### config.mk
export PLATFORM = sky130hd
export DESIGN_NAME = lrfu_scan
export DESIGN_NICKNAME = d
export VERILOG_FILES = /design/src/rtl/lrfu_pkg.sv /design/src/rtl/lrfu_scan.sv
export SDC_FILE = /design/constraint.sdc
export NUM_CORES = 1
export LEC_CHECK = 0
export ABC_AREA = 1
export BUFFER_PORTS_ARGS = -buffer_cell sky130_fd_sc_hd__buf_2
export CAP_MARGIN = 20
export CORE_AREA = 2 2 103 154
export DETAILED_ROUTE_END_ITERATION = 6
export DIE_AREA = 0 0 105 156
export PLACE_DENSITY = 0.69
export SLEW_MARGIN = 40
export SYNTH_ARGS = -nofsm -noshare
export SYNTH_HDL_FRONTEND = slang
export SYNTH_SLANG_ARGS = --single-unit
### constraint.sdc
create_clock -name clock -period 7.76 [get_ports clock]
set_clock_uncertainty 0.15 [all_clocks]
set_input_delay 1.552 -clock clock [delete_from_list [all_inputs] [get_ports clock]]
set_output_delay 1.552 -clock clock [all_outputs]
set_load 0.01 [all_outputs]
### src/rtl/lrfu_pkg.sv
// Shared types, constants and the decay table of the LRFU replacement core.
`timescale 1ns / 1ps
`default_nettype none
package lrfu_pkg;

   localparam int ENTRIES          = 64;
   localparam int SLOT_W           = 6;
   localparam int CNT_W            = 7;
   localparam int CRF_W            = 24;
   localparam int TIME_W           = 32;
   localparam int DECAY_TABLE_BITS = 8;
   localparam int DTAB_W           = 17;
   localparam int DECAY_PERIOD     = 10000;
   localparam int REM_W            = 14;
   localparam int KQ_W             = 19;
   localparam int MUL_W            = 32;
   // reciprocal of 10000: exact quotient for any 32-bit dividend
   localparam logic [MUL_W-1:0] DIV_MAGIC = 32'hD1B71759;
   localparam int DIV_SHIFT        = 45;
   localparam logic [CRF_W-1:0] CRF_ONE = 24'h010000;
   localparam logic [CRF_W-1:0] CRF_MAX = 24'hFFFFFF;

   localparam logic TIER_PROT = 1'b0;
   localparam logic TIER_FIFO = 1'b1;

   typedef enum logic [1:0] {
      MODE_INSERT = 2'd0,
      MODE_REF    = 2'd1,
      MODE_ERASE  = 2'd2
   } mode_type;

   typedef enum logic [3:0] {
      ST_IDLE,
      ST_REF_RD,
      ST_REF_GO,
      ST_REF_WAIT,
      ST_DEMOTE,
      ST_INS,
      ST_PROMO,
      ST_EV_FIFO,
      ST_EV_PROT,
      ST_OUT
   } state_type;

   typedef enum logic [2:0] {
      PH_K,
      PH_F,
      PH_J,
      PH_MUL,
      PH_SHF,
      PH_ADD
   } phase_type;

   typedef struct packed {
      logic              busy;
      logic              done;
      logic              found;
      logic [SLOT_W-1:0] idx;
   } scan_res_type;

   typedef struct packed {
      logic             done;
      logic [CRF_W-1:0] crf;
   } decay_res_type;

   typedef logic [DTAB_W-1:0] dtab_type [2**DECAY_TABLE_BITS];

   // integer square root, bit by bit
   function automatic logic [63:0] isqrt64(input logic [63:0] v_in);
      logic [63:0] v;
      logic [63:0] res;
      logic [63:0] bit_q;
      v     = v_in;
      res   = '0;
      bit_q = 64'd1 << 62;
      for (int n = 0; n < 32; n++) begin
         if (bit_q > v) bit_q = bit_q >> 2;
      end
      for (int n = 0; n < 32; n++) begin
         if (bit_q != 0) begin
            if (v >= res + bit_q) begin
               v   = v - (res + bit_q);
               res = (res >> 1) + bit_q;
            end else begin
               res = res >> 1;
            end
            bit_q = bit_q >> 2;
         end
      end
      return res;
   endfunction

   // 2^(-j/2^B) in Q1.16, from repeated square roots of one half
   function automatic dtab_type build_dtab();
      dtab_type    tab;
      logic [63:0] roots [DECAY_TABLE_BITS+1];
      logic [63:0] t;
      logic [63:0] e;
      roots[0] = '0;
      roots[1] = isqrt64(64'd1 << 63);
      for (int m = 1; m < DECAY_TABLE_BITS; m++) begin
         roots[m+1] = isqrt64(roots[m] << 32);
      end
      for (int j = 0; j < 2**DECAY_TABLE_BITS; j++) begin
         t = 64'd1 << 32;
         for (int i = 0; i < DECAY_TABLE_BITS; i++) begin
            if (((j >> i) & 1) != 0)
               t = (t * roots[DECAY_TABLE_BITS-i] + (64'd1 << 31)) >> 32;
         end
         e = (t + 64'd32768) >> 16;
         tab[j] = e[DTAB_W-1:0];
      end
      return tab;
   endfunction

   localparam dtab_type DECAY_TAB = build_dtab();

endpackage
`default_nettype wire

### src/rtl/lrfu_scan.sv
// Sequential scan over all slots: lowest-CRF protected entry or FIFO front.
`timescale 1ns / 1ps
`default_nettype none
module lrfu_scan (
   input  wire logic                        clock,
   input  wire logic                        reset,
   input  wire logic                        start,
   input  wire logic                        kind,
   input  wire logic [lrfu_pkg::ENTRIES-1:0] valid_vec,
   input  wire logic                        tier_rd,
   input  wire logic [lrfu_pkg::CRF_W-1:0]  crf_rd,
   input  wire logic [lrfu_pkg::TIME_W-1:0] order_rd,
   input  wire logic [lrfu_pkg::TIME_W-1:0] cnt,
   output logic [lrfu_pkg::SLOT_W-1:0]      rd_addr,
   output lrfu_pkg::scan_res_type           res
);
   import lrfu_pkg::*;

   logic                busy_ff, busy_in;
   logic                kind_ff, kind_in;
   logic [SLOT_W:0]     idx_ff, idx_in;
   logic                chk_ff, chk_in;
   logic [SLOT_W-1:0]   idxd_ff, idxd_in;
   logic                found_ff, found_in;
   logic [SLOT_W-1:0]   best_ff, best_in;
   logic [CRF_W-1:0]    bcrf_ff, bcrf_in;
   logic [TIME_W-1:0]   bage_ff, bage_in;
   logic [TIME_W-1:0]   age;
   logic                cand, better, done;

   assign age  = cnt - order_rd;
   assign cand = chk_ff && valid_vec[idxd_ff] && (tier_rd == kind_ff);
   assign better = (kind_ff == TIER_PROT) ?
                   ((crf_rd < bcrf_ff) || ((crf_rd == bcrf_ff) && (age > bage_ff))) :
                   (age > bage_ff);
   assign done = busy_ff && idx_ff[SLOT_W] && !chk_ff;

   // issue one address a cycle, compare the registered read of it in the next cycle
   always_comb begin
      busy_in  = busy_ff;
      kind_in  = kind_ff;
      idx_in   = idx_ff;
      chk_in   = 1'b0;
      idxd_in  = idx_ff[SLOT_W-1:0];
      found_in = found_ff;
      best_in  = best_ff;
      bcrf_in  = bcrf_ff;
      bage_in  = bage_ff;
      if (start) begin
         busy_in  = 1'b1;
         kind_in  = kind;
         idx_in   = '0;
         found_in = 1'b0;
      end else if (busy_ff) begin
         if (!idx_ff[SLOT_W]) begin
            idx_in = idx_ff + 1'b1;
            chk_in = 1'b1;
         end
         if (cand && (!found_ff || better)) begin
            found_in = 1'b1;
            best_in  = idxd_ff;
            bcrf_in  = crf_rd;
            bage_in  = age;
         end
         if (done) busy_in = 1'b0;
      end
   end

   always_ff @(posedge clock) begin
      if (reset) begin
         busy_ff  <= 1'b0;
         chk_ff   <= 1'b0;
         idx_ff   <= '0;
         found_ff <= 1'b0;
      end else begin
         busy_ff  <= busy_in;
         chk_ff   <= chk_in;
         idx_ff   <= idx_in;
         found_ff <= found_in;
      end
      kind_ff <= kind_in;
      idxd_ff <= idxd_in;
      best_ff <= best_in;
      bcrf_ff <= bcrf_in;
      bage_ff <= bage_in;
   end

   assign rd_addr   = idx_ff[SLOT_W-1:0];
   assign res.busy  = busy_ff;
   assign res.done  = done;
   assign res.found = found_ff;
   assign res.idx   = best_ff;

endmodule
`default_nettype wire

==> metrics.cfg, run 1 <==
[clock_tree]
insertion_delay_ps = 330
buffer_depth_of_the_longest_clock_path = 2
postCtsResizedCells = 0
post-cts-setup-buffer-count = 0
cts_inserted_buffers = 9
holdBufCountCts = 0
tritoncts_num_sinks = 79
htree_levels = 3
tritoncts = built
clockRootBuffer = clkbuf_16
clkSlewWorstSetupHoldPaths_ps = 50

[critical_path]
crit_chain = buf_2 -> ha_1 -> fa_1 -> o21ai_2 -> nand2_1 -> nand2_2 -> nand3_1 -> nand2_2 -> a21oi_1 -> xnor2_1 -> ha_1 -> nand2_1 -> nor2_1 -> nand4_1 -> nor3_1 -> nand2_1 -> nand2_1 -> a21oi_1 -> nor2_4 -> buf_4
critPathLaunchType = input port
worst_path_max_delay_cell = buf_4
crit_buf_inv = 2
critical-path-top-delay-family = simple AND/OR/NAND/NOR gates
worstPathArrival_ps = 5210
worstPathMaxFanout = 62
critical_path.endpoint_type = register
worst_path_most_repeated_cell = nand2_1
critPathMaxStageDelay_ps = 640
worstPathRequired_ps = 7560
path_class = in2reg

[cells_and_area]
diodes = 0
layout_overhead_on_the_synthesized_area_pct = 18.7
nFillCells = 1572
post_route_cells_drive_above_1_share_pct = 19.8
design.final.nets = 1288

[die]
core_area_um2 = 15000
rows = 55
die_y_um = 156
initial_utilization_pct = 44.2
die_width_um = 105
die_area_um2 = 16400
ios = 172

[sta]
grt_setup_unrepaired = false
totalNegativeSetupSlack_ps = 0
finalMaxSlewViolations = 0
max_transition_margin_pct = 45.7
layout_worst_path_cycle_share_pct = 69.7
final_period_minus_worst_setup_slack_ps = 5410
max_freq_mhz = 185
finalHoldViolations = 0
worstMarginPinSlew_ps = 815
setup_viol = 0
postLayoutSetupSlackWorst_ps = 2350

[yosys]
synth_edf_count = 63
synth_top_family_by_area = simple AND/OR/NAND/NOR gates
synth_adder_area_share_pct = 16.9
ys_dominant_reg_cell = edfxtp_1
syn_nets = 1125
syn-mean-instance-area_um2 = 7.55
mappedNetlistArea_um2 = 6640
yosysSeqAreaShare_pct = 33.3
synthArstFlopShare_pct = 0
synthSimpleGateAreaFrac_pct = 25.3
synthMuxAreaShare_pct = 0
post_synth_xor_area_fraction_pct = 3.56
yosysWarningCount = 0
synth-compound-area-share_pct = 10.2
synth.lib_cells_used.distinct = 38
netlist_instances = 879
postSynthRegisterBits = 79

[grt]
grt_pass1_vias = 5938
largest_net_degree_at_the_start_of_global_routing = 63
grt_util_all_layers_pct = 20.0
wire_length_of_the_first_global_routing_pass_um = 26400
global_route.overflow_total = 0
antenna_violations_before_repair = 0

[place]
place_ws_ps = 2060
place_congestion = 0.997
port-buffer-count = 171
post-dp-hpwl_um = 13500

[route]
drt_first_iter_violations = 407
detailedRoute.firstPassIterationCount = 5
vias_per_cell = 4.98
dr_total_vias = 6201
route.detailed.wl_per_inst_um = 13.2
drtAntennaViolNets = 0
drcViolationCount = 0
routed_wl_um = 16400

[power]
power.combinational.fraction_pct = 28.7
p_leak_nw = 4.00
net_load_switching_power_mw = 0.364
power.sequential.fraction_pct = 39.6
clock_power_share_pct = 31.7
switching_share_pct = 30.4
power_per_cell_area_nw_per_um2 = 152
worst_ir_drop_on_vdd_mv = 0.116
power_report.internal_total_mw = 0.831

[hold_path]
min_path_type = reg2reg

[status]
outcome = finished clean

[flow_run]
cap_viol_max_count = 0

[cell families (layout without fill, tap and decap cells)]
| logic type | after synthesis | after routing |
|---|---|---|
| xor+xnor | 27 | 27 |
| fa+ha+maj | 89 | 89 |
| simple gates | 391 | 391 |
| buf+inv | 171 | 339 |
| compound gates | 122 | 122 |
| flops | 79 | 79 |
[cells in the mapped netlist (2+ instances only)]
master | instances | area, um2
ha_1 | 88 | 1100
edfxtp_1 | 63 | 1890
nor4_1 | 3 | 18.8
nand2_2 | 11 | 68.8
inv_1 | 149 | 559
o21a_1 | 4 | 30.0
nand3_1 | 74 | 370
o21ai_0 | 28 | 140
dfxtp_1 | 16 | 320
nand2_1 | 203 | 762
nor3b_1 | 2 | 15.0
o211ai_1 | 3 | 22.5
a21oi_2 | 3 | 26.3
a21oi_1 | 67 | 335
a31oi_1 | 3 | 18.8
nor3_1 | 13 | 65.1
o21ai_1 | 2 | 10.0
a21boi_0 | 2 | 15.0
buf_4 | 11 | 82.6
nand4_1 | 13 | 81.3
a21o_1 | 4 | 30.0
nor2_1 | 66 | 248
nand3b_1 | 2 | 15.0
xnor2_1 | 5 | 43.8
o21bai_1 | 2 | 15.0
buf_2 | 4 | 20.0
xor2_1 | 22 | 193
nand3_2 | 2 | 20.0
buf_6 | 3 | 33.8
clkbuf_1 | 2 | 7.51
o21ai_2 | 2 | 17.5
[per-stage QoR]
stage / instance area (um2) / total power [mW] / cells / utilization, % / hold slack [ps]
3_5_place_dp: 7610 / 0.824 / 1230 / 50.8 / 230
4_1_cts: 7880 / 1.20 / 1246 / 52.5 / 238
6_report: 7880 / 1.20 / 1246 / 52.5 / 234
5_1_grt: 7880 / 1.26 / 1246 / 52.5 / 244
2_1_floorplan: 6640 / 0.713 / 879 / - / 214
3_3_place_gp: 7610 / 0.822 / 1230 / 50.8 / 228
[state kept, by name, summed over array words and instances (netlist names), 6 cells and up]
signal	flops
best_ff	6
idx_ff	7
idxd_ff	6
bcrf_ff	24
bage_ff	32
[path summary, 6_finish.rpt]
path | slack, ps | from | end | depth (start not counted)
max | 2350 | order_rd[0] | bcrf_ff[18] | 20
min | 230 | idx_ff[3] | idxd_ff[3] | 0
max reg2reg | 4550 | idxd_ff[1] | bcrf_ff[18] | 11
min reg2reg | 230 | idx_ff[3] | idxd_ff[3] | 0
[cell type report]
| cell class | instances | area, um2 | share of cell area [%] |
|---|---|---|---|
| clock inverters | 1 | 5.00 | 0.0635 |
| inverters | 151 | 568 | 7.21 |
| repair buffers | 172 | 863 | 11.0 |
| clock buffers | 15 | 258 | 3.27 |
| flip-flops and latches | 79 | 2210 | 28.1 |
| well taps | 199 | 249 | 3.16 |
| multi-input cells | 629 | 3720 | 47.2 |
[routing by layer]
layer | vias to the layer above | track usage (%) | routed length, um
li1 | 3222 | - | -
met1 | 2774 | 21.9 | 6520
met3 | 31 | 2.97 | 699
met5 | - | 0 | 0
met4 | 0 | 8.63 | 541
met2 | 174 | 37.8 | 8640
[placed cells by master (no fill, tap or decap), types with 4 or more instances in the layout]
cell type,synthesis,routed
nand2_1,203,203
buf_2,4,171
inv_1,149,149
ha_1,88,88
nand3_1,74,74
a21oi_1,67,67
nor2_1,66,65
edfxtp_1,63,63
o21ai_0,28,28
xor2_1,22,22
dfxtp_1,16,15
nor3_1,13,13
nand4_1,13,13
nand2_2,11,11
clkbuf_16,0,9
xnor2_1,5,5
clkbuf_1,2,5
a21o_1,4,4
o21a_1,4,4
[power groups by stage]
stage	clock, mW	sequential [mW]	combinational, mW
final	0.379	0.474	0.343
after global routing	0.399	0.474	0.391
after CTS	0.383	0.474	0.344
after detailed placement	0	0.483	0.342
after global placement	0	0.483	0.340
after floorplan	0	0.479	0.234
(Power assumes the default switching activity.)
==> inputs of run 2 (changes only) <==
--- a/config.mk
+++ b/config.mk
@@ -5,13 +5,13 @@
 export SDC_FILE = /design/constraint.sdc
 export NUM_CORES = 1
 export LEC_CHECK = 0
-export ABC_AREA = 1
+export ABC_AREA = 0
 export BUFFER_PORTS_ARGS = -buffer_cell sky130_fd_sc_hd__buf_2
 export CAP_MARGIN = 20
-export CORE_AREA = 2 2 103 154
+export CORE_AREA = 2 2 98 147
 export DETAILED_ROUTE_END_ITERATION = 6
-export DIE_AREA = 0 0 105 156
-export PLACE_DENSITY = 0.69
+export DIE_AREA = 0 0 100 149
+export PLACE_DENSITY = 0.7
 export SLEW_MARGIN = 40
 export SYNTH_ARGS = -nofsm -noshare
 export SYNTH_HDL_FRONTEND = slang
==> constraint.sdc (replaced) <==
create_clock -name clock -period 5.4 [get_ports clock]
set_clock_uncertainty 0.15 [all_clocks]
set_input_delay 1.08 -clock clock [delete_from_list [all_inputs] [get_ports clock]]
set_output_delay 1.08 -clock clock [all_outputs]
set_load 0.01 [all_outputs]
==> run 2 against run 1 <==
  * Global-route usage rose by 0.50 points
  * Sequential share of layout area rose by 1.2 points
  * Area after synthesis down 9.5%
  * Cell count fell by 24%
  * Register-to-register slack worse by 2300 ps
  * Combinational power increased by 35%
==> metrics.cfg, run 2 <==
[sta]
worstMarginPinSlew_ps = 712
max_freq_mhz = 190
final_period_minus_worst_setup_slack_ps = 5250
finalMaxSlewViolations = 0
max_transition_margin_pct = 52.4
finalHoldViolations = 0
hold_ws_ps = 258
layout_worst_path_cycle_share_pct = 97.2
setup_viol = 0
totalNegativeSetupSlack_ps = 0

[power]
power.combinational.fraction_pct = 26.7
power.sequential.fraction_pct = 39.1
switching_share_pct = 29.5
report.power.total_mw = 1.73
clock_power_share_pct = 34.2
net_load_switching_power_mw = 0.511
worst_ir_drop_on_vdd_mv = 0.130
power_report.internal_total_mw = 1.22
p_leak_nw = 3.64
power_per_cell_area_nw_per_um2 = 229

[die]
core_area_um2 = 13800
die_y_um = 149
die_area_um2 = 14900
rows = 53
ios = 172
die_width_um = 100
initial_utilization_pct = 43.6

[critical_path]
worstPathRequired_ps = 5270
worstPathArrival_ps = 5120
r2r_setup_slack_ps = 2210
critPathLaunchType = input port
path_class = in2reg
timing.reg2reg.worst_path_depth = 6
timing.rr.end = bage_ff[18]
worstPathMaxFanout = 50
crit-reg2reg-launch = idxd_ff[0]
critical_path.endpoint_type = register

[yosys]
yosysTopAreaCellShare_pct = 31.5
yosysSeqAreaShare_pct = 36.8
synthArstFlopShare_pct = 0
yosys.cell_count.top_type = inv_1
list_of_most_frequent_post_synthesis_cells = 96 x inv_1, 88 x ha_1, 63 x edfxtp_1
syn_nets = 829
yosys.area.top_type = edfxtp_1
netlist_instances = 583
yosys-top-cells-area = edfxtp_1 31%, ha_1 18%, mux4_2 7.9%
synth.lib_cells_used.distinct = 51
syn-mean-instance-area_um2 = 10.3
synth_edf_count = 63
mappedNetlistArea_um2 = 6010
postSynthRegisterBits = 79
ys_dominant_reg_cell = edfxtp_1
yosysWarningCount = 0

[grt]
grt_pass1_vias = 5254
wire_length_of_the_first_global_routing_pass_um = 24400
largest_net_degree_at_the_start_of_global_routing = 51
grt_util_all_layers_pct = 20.5
antenna_violations_before_repair = 0
global_route.overflow_total = 0

[route]
route.detailed.wl_per_inst_um = 15.9
drcViolationCount = 0
routed_wl_um = 14900
drt_first_iter_violations = 193
dr_total_vias = 5050
detailedRoute.firstPassIterationCount = 4
vias_per_cell = 5.37
drtAntennaViolNets = 0

[cells_and_area]
layout_commonest_cell = buf_2
flip_flop_count_of_the_largest_register_all_copies_and_words_added = 32
layout_overhead_on_the_synthesized_area_pct = 25.8
postLayoutCellArea_um2 = 7560
top_registers = bage_ff x32, bcrf_ff x24, idx_ff x7
nFillCells = 1254
most-common-layout-cells = 171 x buf_2, 95 x inv_1, 84 x ha_1
diodes = 0
finish.cell_count_without_fillers = 941
post_route_cells_drive_above_1_share_pct = 32.5
design.final.nets = 1017
regMostFlops = bage_ff

[hold_path]
holdPathStages = 0
worstHoldStart = idx_ff[1]
min_path_type = reg2reg
worst_hold_path.endpoint = idxd_ff[1]

[clock_tree]
htree_levels = 3
holdBufCountCts = 0
cts_inserted_buffers = 9
clockRootBuffer = clkbuf_16
tritoncts = built
buffer_depth_of_the_longest_clock_path = 2
clkSlewWorstSetupHoldPaths_ps = 70
tritoncts_num_sinks = 79
insertion_delay_ps = 340

[flow_run]
cap_viol_max_count = 0

[place]
placedInstanceArea_um2 = 7260
post-dp-hpwl_um = 12600
port-buffer-count = 171
place_congestion = 0.922
dp.cells = 924

[status]
outcome = finished clean

## run 2: what timing repair did
action,CTS,global route
endpoints found under the hold margin,0,0
setup endpoints to repair,0,62
gates resized for setup,0,3
setup buffers,0,1
## run 2: routing by layer
metal | GRT usage [%] | vias up | part of all wire, %
li1 | - | 2503 | -
met1 | 24.2 | 2394 | 40
met2 | 37.5 | 131 | 53
met3 | 3.98 | 22 | 5.1
met4 | 5.48 | 0 | 1.7
met5 | 0 | - | 0
## run 2: stage by stage
stage | worst slack, ps | util, %
final | 150 | 54.8
after CTS | 174 | 54.7
after detailed placement | -153 | 52.6
after global placement | -115 | 52.6
after global routing | -12.0 | 54.8
after floorplan | -786 | -
## run 2: logic make-up (layout without fill, tap and decap cells)
kind of cell	Yosys count	after routing	synth area share (%)
AO/OA/AOI/OAI	139	139	14.7
XOR/XNOR	31	31	4.52
adder cells (fa/ha/maj)	89	89	18.7
buffers and inverters	112	305	7.77
flip-flops	79	79	36.8
multiplexers	22	22	8.04
AND/OR/NAND/NOR	111	111	9.45
## run 2: critical path, stage by stage
cell      delay, ps
buf_2           130
inv_8            30
ha_4            150
fa_2            340
nor2b_1         150
o31a_1          190
o21ai_2          90
o31ai_2         290
a311o_1         360
a31o_4          220
and4_1          210
nor3_2           60
ha_1            310
and4_1          190
nand3_1          90
nor4_2          290
o22a_1          230
o21ai_2          80
a311oi_4        280
buf_12          320
## run 2: how the worst max path moves through the flow
stage	cells past startpoint	start	end	slack [ps]
after floorplan	18	cnt[0]	bage_ff[0]	-790
after global placement	20	cnt[0]	bcrf_ff[0]	-110
after detailed placement	20	cnt[0]	bcrf_ff[17]	-150
after CTS	20	cnt[0]	bcrf_ff[23]	170
after global routing	21	order_rd[1]	bcrf_ff[23]	-10
final	20	cnt[0]	bage_ff[18]	150
## run 2: final cells by class
| class | instances | area [um2] | share of cell area (%) |
|---|---|---|---|
| multi-input combinational | 392 | 3460 | 45.7 |
| inverter | 96 | 368 | 4.87 |
| tap | 165 | 206 | 2.73 |
| sequential | 79 | 2210 | 29.3 |
| clock buffer | 9 | 225 | 2.98 |
| clock inverter | 7 | 58.8 | 0.778 |
| timing repair buffer | 193 | 1030 | 13.7 |
## run 2: power by group through the flow
stage | combinational (mW) | clock, mW | sequential, mW
floorplan | 0.300 | 0 | 0.687
global placement | 0.445 | 0 | 0.691
detailed placement | 0.460 | 0 | 0.691
CTS | 0.465 | 0.602 | 0.678
global route | 0.521 | 0.627 | 0.679
finish | 0.464 | 0.593 | 0.678
==> inputs of run 3 (changes only) <==
==> constraint.sdc (replaced) <==
create_clock -name clock -period 6.7 [get_ports clock]
set_clock_uncertainty 0.15 [all_clocks]
set_input_delay 1.34 -clock clock [delete_from_list [all_inputs] [get_ports clock]]
set_output_delay 1.34 -clock clock [all_outputs]
set_load 0.01 [all_outputs]
==> run 3 against run 2 <==
  * Sequential share of layout area up 0.83 points
  * Power shrank 18%
  * Via count down 2.6%
  * First-iteration DRC count shrank 7.8%
  * Flip-flop and latch count is the same
  * Global-route usage shrank 0.15 points
  * Critical path depth down 1
  * Die area unchanged
  * Clock power fell by 11%
  * Non-clock buffer count decreased by 20
  * Routed wire length is 2.1% lower
  * Register-to-register slack better by 1100 ps
  * Highest routed layer unchanged
==> metrics.cfg, run 3 (synthesized netlist as in run 2, its figures left out) <==
[critical_path]
path_class = in2reg
crit_path_launch = order_rd[11]
critical_path.endpoint_type = register
crit-reg2reg-launch = idxd_ff[1]
r2r_setup_slack_ps = 3270
worstPathRequired_ps = 6570
timing.reg2reg.worst_path_depth = 6
worstPathMaxFanout = 51
worstSetupEndpoint = bcrf_ff[0]
timing.rr.end = bcrf_ff[0]
worstPathArrival_ps = 6010
critPathLaunchType = input port

[die]
die_area_um2 = 14900
rows = 53
initial_utilization_pct = 43.6
core_area_um2 = 13800
ios = 172
die_y_um = 149
die_width_um = 100

[route]
vias_per_cell = 5.33
dr_total_vias = 4917
routed_wl_um = 14600
drt_first_iter_violations = 178
drcViolationCount = 0
route.detailed.wl_per_inst_um = 15.9
drtAntennaViolNets = 0
detailedRoute.firstPassIterationCount = 4

[hold_path]
min_path_type = reg2reg

[clock_tree]
insertion_delay_ps = 340
tritoncts = built
buffer_depth_of_the_longest_clock_path = 2
clockRootBuffer = clkbuf_16
cts_inserted_buffers = 9
clkSlewWorstSetupHoldPaths_ps = 60
htree_levels = 3
tritoncts_num_sinks = 79
postCtsResizedCells = 0
post-cts-setup-buffer-count = 0
holdBufCountCts = 0

[sta]
totalNegativeSetupSlack_ps = 0
hold_ws_ps = 255
final_period_minus_worst_setup_slack_ps = 6140
worstMarginPinSlew_ps = 755
max_freq_mhz = 163
layout_worst_path_cycle_share_pct = 91.6
setup_viol = 0
finalMaxSlewViolations = 0
max_transition_margin_pct = 49.7
grt_setup_unrepaired = false
finalHoldViolations = 0

[cells_and_area]
layout_commonest_cell = buf_2
most-common-layout-cells = 171 x buf_2, 96 x inv_1, 88 x ha_1
top_registers = bage_ff x32, bcrf_ff x24, idx_ff x7
regMostFlops = bage_ff
flip_flop_count_of_the_largest_register_all_copies_and_words_added = 32
post_route_cells_drive_above_1_share_pct = 29.0
finish.utilization_pct = 53.3
design.final.nets = 997
layout_overhead_on_the_synthesized_area_pct = 22.4

[grt]
groute.layer.met3.usage_pct = 4.12
grt_pass1_vias = 5018
grt_util_met2_pct = 36.4
met1_usage_pct = 23.9
grt_util_all_layers_pct = 20.3
global_route.overflow_total = 0
wire_length_of_the_first_global_routing_pass_um = 23800
antenna_violations_before_repair = 1
grt_busiest_layer = met2
largest_net_degree_at_the_start_of_global_routing = 52

[place]
port-buffer-count = 171
post-dp-hpwl_um = 12300
place_congestion = 0.959

[power]
p_leak_nw = 3.55
power_per_cell_area_nw_per_um2 = 193
worst_ir_drop_on_vdd_mv = 0.108

[flow_run]
cap_viol_max_count = 0

[status]
outcome = finished clean

## run 3: critical path: stages
cell      delay, ps
buf_2            80
inv_1            30
ha_1            380
a21o_1          200
a21o_1          170
a211oi_1        340
o31ai_2         170
a311o_1         450
a31o_2          300
and4_1          190
nor3_1          270
ha_1            190
and4_1          190
nand3_1          90
nor4_2          240
o22a_1          200
o21ai_0         130
a311oi_4        660
buf_12          360
## run 3: cell type report
| class | instances | area (um2) |
|---|---|---|
| repair buffers | 173 | 883 |
| clock inverters | 6 | 73.8 |
| diodes | 1 | 2.50 |
| inverters | 96 | 360 |
| multi-input cells | 392 | 3360 |
| clock buffers | 10 | 250 |
| well taps | 165 | 206 |
| flip-flops and latches | 79 | 2210 |
| fillers | 1241 | 6440 |
## run 3: power by group
part           switching, mW  leakage, nW  internal [mW]
Clock                  0.209        0.161          0.317
Combinational          0.180         2.69          0.166
Sequential           0.00507        0.701          0.541
Total                  0.395         3.55           1.02
## run 3: through the flow
stage / cell area [um2] / instances / setup slack (ps) / power [mW]
3_5_place_dp: 7030 / 905 / 232 / 0.904
5_1_grt: 7350 / 921 / 174 / 1.49
3_3_place_gp: 7020 / 905 / 451 / 0.894
4_1_cts: 7350 / 921 / 582 / 1.43
2_1_floorplan: 6040 / 583 / 33.6 / 0.788
6_report: 7350 / 922 / 560 / 1.42
## run 3: worst min path at each step
stage	from	endpoint	slack (ps)	cells after the start
global route	idx_ff[5]	idxd_ff[5]	270	0
floorplan	idx_ff[5]	idxd_ff[5]	220	0
detailed placement	idx_ff[5]	idxd_ff[5]	240	0
global placement	idx_ff[1]	idxd_ff[1]	240	0
CTS	idx_ff[5]	idxd_ff[5]	260	0
finish	idx_ff[5]	idxd_ff[5]	250	0
## run 3: metal layers
layer	routed length [um]	vias up
met5	0	-
met4	333	0
met3	708	30
met2	7670	130
met1	5910	2291
li1	-	2466
